`config.mk`:
```
export PLATFORM = sky130hd
export DESIGN_NAME = controller_cursor_tracker
export DESIGN_NICKNAME = d
export VERILOG_FILES = /design/src/sv/ctk_pkg.sv /design/src/sv/ctk_pos_mem.sv /design/src/sv/ctk_divider.sv /design/src/sv/controller_cursor_tracker.sv
export SDC_FILE = /design/constraint.sdc
export NUM_CORES = 1
export LEC_CHECK = 0
export ABC_AREA = 1
export BUFFER_PORTS_ARGS = -buffer_cell sky130_fd_sc_hd__buf_2
export CAP_MARGIN = 10
export CORE_ASPECT_RATIO = 1.1
export CORE_MARGIN = 1
export CORE_UTILIZATION = 35
export CTS_BUF_LIST = sky130_fd_sc_hd__clkbuf_2 sky130_fd_sc_hd__clkbuf_4 sky130_fd_sc_hd__clkbuf_8
export DETAILED_ROUTE_END_ITERATION = 8
export HOLD_SLACK_MARGIN = 0.08
export SLEW_MARGIN = 20
export SYNTH_ARGS = -nofsm -noshare
export SYNTH_HDL_FRONTEND = slang
export SYNTH_HIERARCHICAL = 1
export SYNTH_SLANG_ARGS = --single-unit
```
`constraint.sdc`:
```
create_clock -name clk_i -period 10.4 [get_ports clk_i]
set_input_delay 0 -clock clk_i [delete_from_list [all_inputs] [get_ports clk_i]]
set_output_delay 0 -clock clk_i [all_outputs]
set_load 0.005 [all_outputs]
```
`src/sv/ctk_pkg.sv`:
```
package ctk_pkg;

  // slot count default and field widths
  localparam int NUM_SLOTS_DEF = 8;
  localparam int SLOT_W        = 3;
  localparam int BYTE_W        = 8;
  localparam int COUNT_W       = 16;
  localparam int POS_W         = 10;
  localparam int CFG_IDX_W     = 2;
  localparam int CFG_DATA_W    = 16;

  // signed working width for position arithmetic
  localparam int CALC_W        = COUNT_W + 1;

  // gun scaling: numerator is (h_count - offset) * scale
  localparam int GUN_SCALE     = 1000;
  localparam int SCALE_W       = 10;
  localparam int NUM_W         = COUNT_W + SCALE_W;
  localparam logic [COUNT_W-1:0] GUN_H_OFFSET = COUNT_W'(140);
  localparam logic [COUNT_W-1:0] GUN_V_OFFSET = COUNT_W'(16);

  // status and type codes
  localparam logic [BYTE_W-1:0] STATUS_BAD = 8'hff;
  localparam logic [BYTE_W-1:0] TYPE_MOUSE = 8'h12;
  localparam logic [BYTE_W-1:0] TYPE_GUN   = 8'h31;

  // active-low direction bits of the first button byte
  localparam int BTN_LEFT  = 7;
  localparam int BTN_DOWN  = 6;
  localparam int BTN_RIGHT = 5;
  localparam int BTN_UP    = 4;

  // register indexes
  localparam logic [CFG_IDX_W-1:0] CFG_GUN_DIV  = 2'd0;
  localparam logic [CFG_IDX_W-1:0] CFG_WIDTH    = 2'd1;
  localparam logic [CFG_IDX_W-1:0] CFG_HEIGHT   = 2'd2;

  // register reset values
  localparam logic [CFG_DATA_W-1:0] GUN_DIV_RST = 16'd5000;
  localparam logic [POS_W-1:0]      WIDTH_RST   = 10'd320;
  localparam logic [POS_W-1:0]      HEIGHT_RST  = 10'd240;

  typedef struct packed {
    logic [POS_W-1:0] x;
    logic [POS_W-1:0] y;
  } pos_t;

  // clamp a signed value into [0, hi]
  function automatic logic [POS_W-1:0] clamp_pos(input logic signed [CALC_W-1:0] v,
                                                 input logic [POS_W-1:0] hi);
    logic [POS_W-1:0] res;
    if (v < 0) begin
      res = '0;
    end else if (v > $signed({{(CALC_W-POS_W){1'b0}}, hi})) begin
      res = hi;
    end else begin
      res = v[POS_W-1:0];
    end
    return res;
  endfunction

endpackage

```
`src/sv/ctk_pos_mem.sv`:
```
module ctk_pos_mem #(
  parameter int NUM_SLOTS = ctk_pkg::NUM_SLOTS_DEF,
  localparam int IDX_W    = (NUM_SLOTS > 1) ? $clog2(NUM_SLOTS) : 1
) (
  input  logic               clk_i,
  input  logic               rst_ni,
  input  logic               rd_en_i,
  input  logic [IDX_W-1:0]   rd_addr_i,
  output ctk_pkg::pos_t      rd_data_o,
  input  logic               wr_en_i,
  input  logic [IDX_W-1:0]   wr_addr_i,
  input  ctk_pkg::pos_t      wr_data_i
);

  ctk_pkg::pos_t         mem_q [NUM_SLOTS];
  ctk_pkg::pos_t         rd_data_q;
  logic                  rd_valid_q;
  logic [NUM_SLOTS-1:0]  valid_q;

  // storage array
  always_ff @(posedge clk_i) begin
    if (wr_en_i) begin
      mem_q[wr_addr_i] <= wr_data_i;
    end
    if (rd_en_i) begin
      rd_data_q <= mem_q[rd_addr_i];
    end
  end

  // per-entry valid bits, unwritten entries read as zero
  always_ff @(posedge clk_i or negedge rst_ni) begin
    if (!rst_ni) begin
      valid_q    <= '0;
      rd_valid_q <= 1'b0;
    end else begin
      if (wr_en_i) begin
        valid_q[wr_addr_i] <= 1'b1;
      end
      if (rd_en_i) begin
        rd_valid_q <= valid_q[rd_addr_i];
      end
    end
  end

  assign rd_data_o = rd_valid_q ? rd_data_q : '0;

endmodule

```
`src/sv/ctk_divider.sv`:
```
module ctk_divider (
  input  logic                               clk_i,
  input  logic                               rst_ni,
  input  logic                               start_i,
  input  logic [ctk_pkg::NUM_W-1:0]          num_i,
  input  logic [ctk_pkg::CFG_DATA_W-1:0]     den_i,
  output logic                               done_o,
  output logic [ctk_pkg::NUM_W-1:0]          quot_o
);

  localparam int QW   = ctk_pkg::NUM_W;
  localparam int DW   = ctk_pkg::CFG_DATA_W;
  localparam int CNT_W = $clog2(QW);

  logic [QW-1:0]    acc_q;
  logic [DW-1:0]    rem_q;
  logic [DW-1:0]    den_q;
  logic [CNT_W-1:0] cnt_q;
  logic             busy_q;
  logic             done_q;
  logic [DW:0]      trial;
  logic [DW:0]      diff;
  logic             take;

  // one restoring step: shift in the next numerator bit, subtract if it fits
  always_comb begin
    trial = {rem_q, acc_q[QW-1]};
    diff  = trial - {1'b0, den_q};
    take  = (trial >= {1'b0, den_q});
  end

  // control
  always_ff @(posedge clk_i or negedge rst_ni) begin
    if (!rst_ni) begin
      busy_q <= 1'b0;
      done_q <= 1'b0;
      cnt_q  <= '0;
    end else begin
      done_q <= busy_q && !start_i && (cnt_q == CNT_W'(QW - 1));
      if (start_i) begin
        busy_q <= 1'b1;
        cnt_q  <= '0;
      end else if (busy_q) begin
        if (cnt_q == CNT_W'(QW - 1)) begin
          busy_q <= 1'b0;
        end
        cnt_q <= cnt_q + 1'b1;
      end
    end
  end

  // datapath, quotient bits shift into the numerator register
  always_ff @(posedge clk_i) begin
    if (start_i) begin
      acc_q <= num_i;
      rem_q <= '0;
      den_q <= den_i;
    end else if (busy_q) begin
      acc_q <= {acc_q[QW-2:0], take};
      rem_q <= take ? diff[DW-1:0] : trial[DW-1:0];
    end
  end

  assign done_o = done_q;
  assign quot_o = acc_q;

endmodule

```
`src/sv/controller_cursor_tracker.sv`:
```
// controller cursor tracker
// Takes one controller report per input transfer and keeps one cursor per
// slot in a small position memory. Each report reads the slot's position
// and, for a valid slot and good status, updates it by type (mouse deltas,
// light gun capture, or pad directions), clamps it to the screen limits
// and writes it back. A result carries the effective type and position.
// Configuration writes (divisor, width, height) use their own channel and
// are always ready; write them only while the block is idle.
// A report is held in ST_READ for the memory read and in ST_WRITE for
// the update; the result register is loaded on leaving ST_WRITE, and the
// next report is taken once the sequencer is back in ST_IDLE. A light gun
// report with a valid slot, good status, a positive offset and a nonzero
// divisor runs the bit-serial divider in ST_DIV, one quotient bit per cycle
// over 26 bits. One report is in flight at a time.
// A result waits in the output register while the receiver stalls; the
// update and write-back wait until that register is free.
// Reset clears all positions to zero and loads the register defaults
// (divisor 5000, width 320, height 240).
module controller_cursor_tracker #(
  parameter int NUM_SLOTS = ctk_pkg::NUM_SLOTS_DEF
) (
  input  logic                              clk_i,
  input  logic                              rst_ni,
  // report channel
  input  logic                              in_valid_i,
  output logic                              in_ready_o,
  input  logic [ctk_pkg::SLOT_W-1:0]        slot_i,
  input  logic [ctk_pkg::BYTE_W-1:0]        status_byte_i,
  input  logic [ctk_pkg::BYTE_W-1:0]        type_byte_i,
  input  logic [ctk_pkg::BYTE_W-1:0]        button_bits_i,
  input  logic [ctk_pkg::BYTE_W-1:0]        mouse_dx_i,
  input  logic [ctk_pkg::BYTE_W-1:0]        mouse_dy_i,
  input  logic [ctk_pkg::COUNT_W-1:0]       gun_h_count_i,
  input  logic [ctk_pkg::COUNT_W-1:0]       gun_v_count_i,
  // result channel
  output logic                              out_valid_o,
  input  logic                              out_ready_i,
  output logic [ctk_pkg::BYTE_W-1:0]        effective_type_o,
  output logic [ctk_pkg::POS_W-1:0]         cursor_x_o,
  output logic [ctk_pkg::POS_W-1:0]         cursor_y_o,
  // configuration channel
  input  logic                              cfg_valid_i,
  output logic                              cfg_ready_o,
  input  logic [ctk_pkg::CFG_IDX_W-1:0]     cfg_index_i,
  input  logic [ctk_pkg::CFG_DATA_W-1:0]    cfg_data_i
);

  localparam int IDX_W  = (NUM_SLOTS > 1) ? $clog2(NUM_SLOTS) : 1;
  localparam int SW     = ctk_pkg::SLOT_W;
  localparam int BW     = ctk_pkg::BYTE_W;
  localparam int CW     = ctk_pkg::COUNT_W;
  localparam int PW     = ctk_pkg::POS_W;
  localparam int KW     = ctk_pkg::CALC_W;
  localparam int NW     = ctk_pkg::NUM_W;
  localparam int DW     = ctk_pkg::CFG_DATA_W;

  typedef enum logic [1:0] {
    ST_IDLE,
    ST_READ,
    ST_DIV,
    ST_WRITE
  } state_e;

  state_e           state_q;
  logic             out_valid_q;
  logic [BW-1:0]    out_type_q;
  logic [PW-1:0]    out_x_q;
  logic [PW-1:0]    out_y_q;

  logic [DW-1:0]    gun_div_q;
  logic [PW-1:0]    width_q;
  logic [PW-1:0]    height_q;

  logic [SW-1:0]    slot_q;
  logic [BW-1:0]    status_q;
  logic [BW-1:0]    type_q;
  logic [BW-1:0]    buttons_q;
  logic [BW-1:0]    dx_q;
  logic [BW-1:0]    dy_q;
  logic [CW-1:0]    hc_q;
  logic [CW-1:0]    vc_q;

  logic                  in_xfer;
  logic [IDX_W+SW-1:0]   slot_ext_in;
  logic [IDX_W+SW-1:0]   slot_ext_q;
  logic [IDX_W-1:0]      rd_addr;
  logic [IDX_W-1:0]      wr_addr;
  ctk_pkg::pos_t         cur_pos;
  ctk_pkg::pos_t         new_pos;
  logic                  wr_en;

  logic             slot_ok;
  logic             status_bad;
  logic             is_mouse;
  logic             is_gun;
  logic             gun_pos;
  logic             div_start;
  logic             div_done;
  logic [NW-1:0]    div_num;
  logic [NW-1:0]    quot;
  logic [CW-1:0]    h_diff;
  logic             out_free;

  logic [BW-1:0]            pressed;
  logic signed [KW-1:0]     cur_x_s;
  logic signed [KW-1:0]     cur_y_s;
  logic signed [KW-1:0]     mov_x;
  logic signed [KW-1:0]     mov_y;
  logic signed [KW-1:0]     gun_y;
  logic [PW-1:0]            gun_x;
  logic [PW-1:0]            upd_x;
  logic [PW-1:0]            upd_y;

  assign in_xfer     = in_valid_i && in_ready_o;
  assign in_ready_o  = (state_q == ST_IDLE);
  assign cfg_ready_o = 1'b1;
  assign out_free    = !out_valid_q || out_ready_i;

  // slot to memory address
  assign slot_ext_in = {{IDX_W{1'b0}}, slot_i};
  assign slot_ext_q  = {{IDX_W{1'b0}}, slot_q};
  assign rd_addr     = slot_ext_in[IDX_W-1:0];
  assign wr_addr     = slot_ext_q[IDX_W-1:0];

  // configuration registers
  always_ff @(posedge clk_i or negedge rst_ni) begin
    if (!rst_ni) begin
      gun_div_q <= ctk_pkg::GUN_DIV_RST;
      width_q   <= ctk_pkg::WIDTH_RST;
      height_q  <= ctk_pkg::HEIGHT_RST;
    end else if (cfg_valid_i) begin
      unique case (cfg_index_i)
        ctk_pkg::CFG_GUN_DIV: gun_div_q <= cfg_data_i;
        ctk_pkg::CFG_WIDTH:   width_q   <= cfg_data_i[PW-1:0];
        ctk_pkg::CFG_HEIGHT:  height_q  <= cfg_data_i[PW-1:0];
        default: ;
      endcase
    end
  end

  // report capture
  always_ff @(posedge clk_i) begin
    if (in_xfer) begin
      slot_q    <= slot_i;
      status_q  <= status_byte_i;
      type_q    <= type_byte_i;
      buttons_q <= button_bits_i;
      dx_q      <= mouse_dx_i;
      dy_q      <= mouse_dy_i;
      hc_q      <= gun_h_count_i;
      vc_q      <= gun_v_count_i;
    end
  end

  // report decode
  assign slot_ok    = (32'(slot_q) < 32'(NUM_SLOTS));
  assign status_bad = (status_q == ctk_pkg::STATUS_BAD);
  assign is_mouse   = (type_q == ctk_pkg::TYPE_MOUSE);
  assign is_gun     = (type_q == ctk_pkg::TYPE_GUN);
  assign gun_pos    = (hc_q > ctk_pkg::GUN_H_OFFSET);
  assign h_diff     = hc_q - ctk_pkg::GUN_H_OFFSET;
  assign div_num    = NW'(h_diff) * NW'(ctk_pkg::GUN_SCALE);
  assign div_start  = (state_q == ST_READ) && slot_ok && !status_bad && is_gun &&
                      gun_pos && (gun_div_q != '0);

  ctk_pos_mem #(
    .NUM_SLOTS (NUM_SLOTS)
  ) u_pos_mem (
    .clk_i     (clk_i),
    .rst_ni    (rst_ni),
    .rd_en_i   (in_xfer),
    .rd_addr_i (rd_addr),
    .rd_data_o (cur_pos),
    .wr_en_i   (wr_en),
    .wr_addr_i (wr_addr),
    .wr_data_i (new_pos)
  );

  ctk_divider u_divider (
    .clk_i   (clk_i),
    .rst_ni  (rst_ni),
    .start_i (div_start),
    .num_i   (div_num),
    .den_i   (gun_div_q),
    .done_o  (div_done),
    .quot_o  (quot)
  );

  // position update for mouse and pad
  always_comb begin
    pressed = ~buttons_q;
    cur_x_s = $signed(KW'(cur_pos.x));
    cur_y_s = $signed(KW'(cur_pos.y));
    if (is_mouse) begin
      mov_x = cur_x_s + KW'($signed(dx_q));
      mov_y = cur_y_s + KW'($signed(dy_q));
    end else begin
      mov_x = cur_x_s + $signed(KW'(pressed[ctk_pkg::BTN_RIGHT]))
                      - $signed(KW'(pressed[ctk_pkg::BTN_LEFT]));
      mov_y = cur_y_s + $signed(KW'(pressed[ctk_pkg::BTN_DOWN]))
                      - $signed(KW'(pressed[ctk_pkg::BTN_UP]));
    end
  end

  // light gun position
  always_comb begin
    gun_y = $signed(KW'(vc_q)) - $signed(KW'(ctk_pkg::GUN_V_OFFSET));
    priority if (!gun_pos) begin
      gun_x = '0;
    end else if (gun_div_q == '0) begin
      gun_x = width_q;
    end else if (quot > NW'(width_q)) begin
      gun_x = width_q;
    end else begin
      gun_x = quot[PW-1:0];
    end
  end

  // clamp and write back
  always_comb begin
    if (is_gun) begin
      upd_x = gun_x;
      upd_y = ctk_pkg::clamp_pos(gun_y, height_q);
    end else begin
      upd_x = ctk_pkg::clamp_pos(mov_x, width_q);
      upd_y = ctk_pkg::clamp_pos(mov_y, height_q);
    end
    new_pos.x = upd_x;
    new_pos.y = upd_y;
  end

  assign wr_en = (state_q == ST_WRITE) && out_free && slot_ok && !status_bad;

  // sequencer and result register
  always_ff @(posedge clk_i or negedge rst_ni) begin
    if (!rst_ni) begin
      state_q     <= ST_IDLE;
      out_valid_q <= 1'b0;
      out_type_q  <= '0;
      out_x_q     <= '0;
      out_y_q     <= '0;
    end else begin
      if (out_valid_q && out_ready_i && (state_q != ST_WRITE)) begin
        out_valid_q <= 1'b0;
      end
      unique case (state_q)
        ST_IDLE: begin
          if (in_xfer) begin
            state_q <= ST_READ;
          end
        end
        ST_READ: begin
          state_q <= div_start ? ST_DIV : ST_WRITE;
        end
        ST_DIV: begin
          if (div_done) begin
            state_q <= ST_WRITE;
          end
        end
        ST_WRITE: begin
          if (out_free) begin
            state_q     <= ST_IDLE;
            out_valid_q <= 1'b1;
            priority if (!slot_ok) begin
              out_type_q <= '0;
              out_x_q    <= '0;
              out_y_q    <= '0;
            end else if (status_bad) begin
              out_type_q <= '0;
              out_x_q    <= cur_pos.x;
              out_y_q    <= cur_pos.y;
            end else begin
              out_type_q <= type_q;
              out_x_q    <= upd_x;
              out_y_q    <= upd_y;
            end
          end
        end
        default: state_q <= ST_IDLE;
      endcase
    end
  end

  assign out_valid_o      = out_valid_q;
  assign effective_type_o = out_type_q;
  assign cursor_x_o       = out_x_q;
  assign cursor_y_o       = out_y_q;

endmodule
```
==> out/metrics.cfg <==
[global_routing]
grt_pass1_wl_um = 98300
antenna_found_initial = 2
grt_use_total = 0.180
grt_pass1_vias = 18400
grt_max_degree = 87
overflow = 0

[clock_network]
cts_tree = done
post_cts.repair.setup_buffers = 0
insertion_delay_ns = 0.65
cts.sinks = 392
cts.repair.resized = 0
htreeDepth = 3
clk_pin_slew_ns = 0.06
cts_buffers = 72
clock-root-buffer = clkbuf_8
cts_buffer_depth = 3

[critical_path]
required_ns = 10.92
worstPathMaxFanout = 6
crit_path_start = hc_q[4]
crit_buf_inv = 2
crit_chain = nor2_1 -> inv_1 -> nor2_1 -> nand2_1 -> a21oi_1 -> nand2_1 -> or3_1 -> xor2_1 -> inv_1 -> ha_1 -> fa_1 -> fa_1 -> ha_1 -> ha_1 -> nand2_1 -> nor4_1 -> o21ai_0 -> nand3_1 -> nand3_1 -> nand2_1 -> xor2_1 -> nand2_1 -> nand2_1
crit_arrival_ns = 6.29
slowest_delay_ns = 0.57
cp-end-kind = flop
cpMostUsedCell = nand2_1
critical_path_class = reg -> reg
worstReg2RegStart = hc_q[4]
cp-start-kind = flop
crit_slowest_cell = fa_1
cp_top_family = adder cells

[flow_run]
max_cap_violations = 0

[yosys]
synth_warnings = 6
synthFlopType = edfxtp_1
postSynthAreaPerCell_um2 = 8.60
synth_edf_count = 293
synth_cell_types = 51
ys_seq_area_frac = 0.467
syn_inst = 2788
async_flop_share = 0.212
synthesis.area_um2 = 24000
ys_ff_latch = 392

[power_and_ir_drop]
power.density_nw_per_um2 = 353
power.total_mw = 10.1
p_leak_nw = 13.5
ir_drop_v = 0.000377

[layout]
drive_gt1_frac = 0.101
fin_nets = 3405
fill_cells = 6704
area_delta_synth_final_pct = 19.6
multi_input_area_um2 = 10900
final-seq-area_um2 = 11200

[worst_hold_path]
worstHoldPathType = in -> reg
hp-start = cfg_data_i[12]

[floorplan]
rows = 100
die-height_um = 277
die_w_um = 252
die_area_um2 = 69600
ios = 129
initial_core_util = 0.354
coreArea_um2 = 67700

[placement]
dp.final_hpwl_um = 42900
gp_congestion = 0.898
io_buffer_count = 123

[run_status]
status = finished, final reports clean

[timing]
maxSlewHeadroom = 0.276
tns_ns = 0
worst_slew_pin_slew_ns = 1.09
fin_crit_sh = 0.555
setup_viol = 0
fin_crit_ns = 5.77
fmax_mhz = 173
rsz0062_at_grt = false
finalHoldWorstSlack_ns = 0.128
hold_viol_final = 0
maxSlewViolCount = 0
skew_ns = 0.0280

[drt]
via_per_inst = 4.70
drt-total-wl_um = 62700
wl_per_cell_um = 15.4
drtIter0Drc = 1111
drc = 0
wl_met3_um = 3000
drtAntennaViolNets = 0
met1_length_um = 29100
top_layer = met5
dr.pass1.iters = 5
vias = 19100
routed-wl-met2_um = 29000

==> cell usage after synthesis, drive strengths merged, types with 23 or more instances <==
master  number  area [um2]
nand2      756        2860
inv        427        1600
edfxtp     293        8800
nor2       243         925
nand3      218        1110
o21ai      202        1010
ha         163        2040
a21oi       79         407
dfrtp       72        1800
fa          53        1060
xor2        39         342
clkbuf      36         135
buf         35         243
nand4       23         144
==> placed cells by master, fill, tap and decap left out, types with 6 or more instances in the layout <==
| cell | Yosys | routed |
|---|---|---|
| xor2_1 | 39 | 39 |
| clkinv_1 | 1 | 6 |
| dfstp_2 | 11 | 11 |
| nor2_2 | 2 | 6 |
| ha_1 | 163 | 163 |
| dfrtp_1 | 72 | 72 |
| o21a_1 | 6 | 6 |
| clkinv_2 | 0 | 8 |
| o22ai_1 | 22 | 22 |
| dlygate4sd3_1 | 0 | 159 |
| clkbuf_8 | 0 | 80 |
| o21ai_1 | 37 | 37 |
| xnor2_1 | 19 | 19 |
| o21bai_1 | 6 | 6 |
| nand4_1 | 23 | 23 |
| a21oi_1 | 76 | 76 |
| nand2_1 | 750 | 750 |
| mux2_2 | 6 | 6 |
| nor2_1 | 240 | 232 |
| clkbuf_4 | 0 | 21 |
| buf_4 | 7 | 16 |
| nand3_1 | 215 | 215 |
| edfxtp_1 | 293 | 293 |
| dfxtp_1 | 16 | 16 |
| or2_2 | 7 | 7 |
| nor3_1 | 9 | 9 |
| fa_1 | 53 | 53 |
| buf_2 | 17 | 122 |
| nand3b_1 | 9 | 9 |
| inv_1 | 422 | 421 |
| o21ai_0 | 164 | 164 |
==> final cells by class <==
| type | instances | area share |
|---|---|---|
| well taps | 918 | 0.0401 |
| clock inverters | 25 | 0.00855 |
| flip-flops and latches | 392 | 0.391 |
| clock buffers | 101 | 0.0439 |
| inverters | 428 | 0.0561 |
| repair buffers | 298 | 0.0819 |
| multi-input cells | 1899 | 0.378 |
| diodes | 1 | 0.0000873 |
==> what timing repair did <==
action / 4_1_cts / 5_1_grt
hold endpoints to repair: 254 / 0
hold buffers: 160 / 0
endpoints found under the setup margin: 0 / 0
==> flip-flops by register name (all words and copies together), names as in the netlist, 4 cells and up <==
name,count
status_q,8
hc_q,16
width_q,10
vc_q,16
u_divider/cnt_q,5
dy_q,8
cursor_x_o,10
dx_q,8
buttons_q,4
u_pos_mem/valid_q,8
effective_type_o,8
u_pos_mem/rd_data_q,20
u_divider/quot_o,26
u_pos_mem/mem_q,160
gun_div_q,16
cursor_y_o,10
height_q,10
u_divider/rem_q,16
u_divider/den_q,16
type_q,8
==> tightest hold or removal path, delay by kind of cell <==
kind / cells / cell delay, ns
mux: 1 / 0.13
buf+inv: 2 / 0.62
==> cells by family after synthesis <==
family | Yosys count | synth area share
AOI/OAI and AO/OA | 332 | 0.0741
xor gates and xnor gates | 58 | 0.0212
adders and majority gates | 216 | 0.129
buffers and inverters | 499 | 0.0827
DFF | 392 | 0.467
muxes | 8 | 0.00365
other | 2 | 0.000313
and+or+nand+nor | 1281 | 0.221
==> routing by layer <==
metal / vias to the layer above / track usage
met5: - / 0
met4: 2 / 0.0668
met3: 89 / 0.0275
met2: 418 / 0.294
met1: 8913 / 0.241
li1: 9687 / -
==> power breakdown <==
group	internal, mW	switching, mW
sequential	2.27	0.155
clock	0.884	0.660
combinational	2.22	3.92
==> through the flow <==
stage	setup slack (ns)	instances	instance area (um2)	utilization
floorplan	5.26	2790	24000	-
global placement	4.58	3775	25600	0.377
detailed placement	4.54	3775	25600	0.377
CTS	4.53	4061	28700	0.424
global route	4.00	4062	28700	0.424
finish	4.63	4062	28700	0.424
==> final timing paths <==
path,to,slack (ns),depth (start not counted)
hold reg to reg,u_pos_mem/valid_q[6],0.45,2
hold / removal,gun_div_q[12],0.13,3
min in group asynchronous,cursor_x_o[8],0.48,4
max in group asynchronous,height_q[0],9.32,4
setup reg to reg,u_divider/quot_o[25],4.63,23
setup / recovery,u_divider/quot_o[25],4.63,23
No activity file was read; power rests on OpenSTA's default activity.
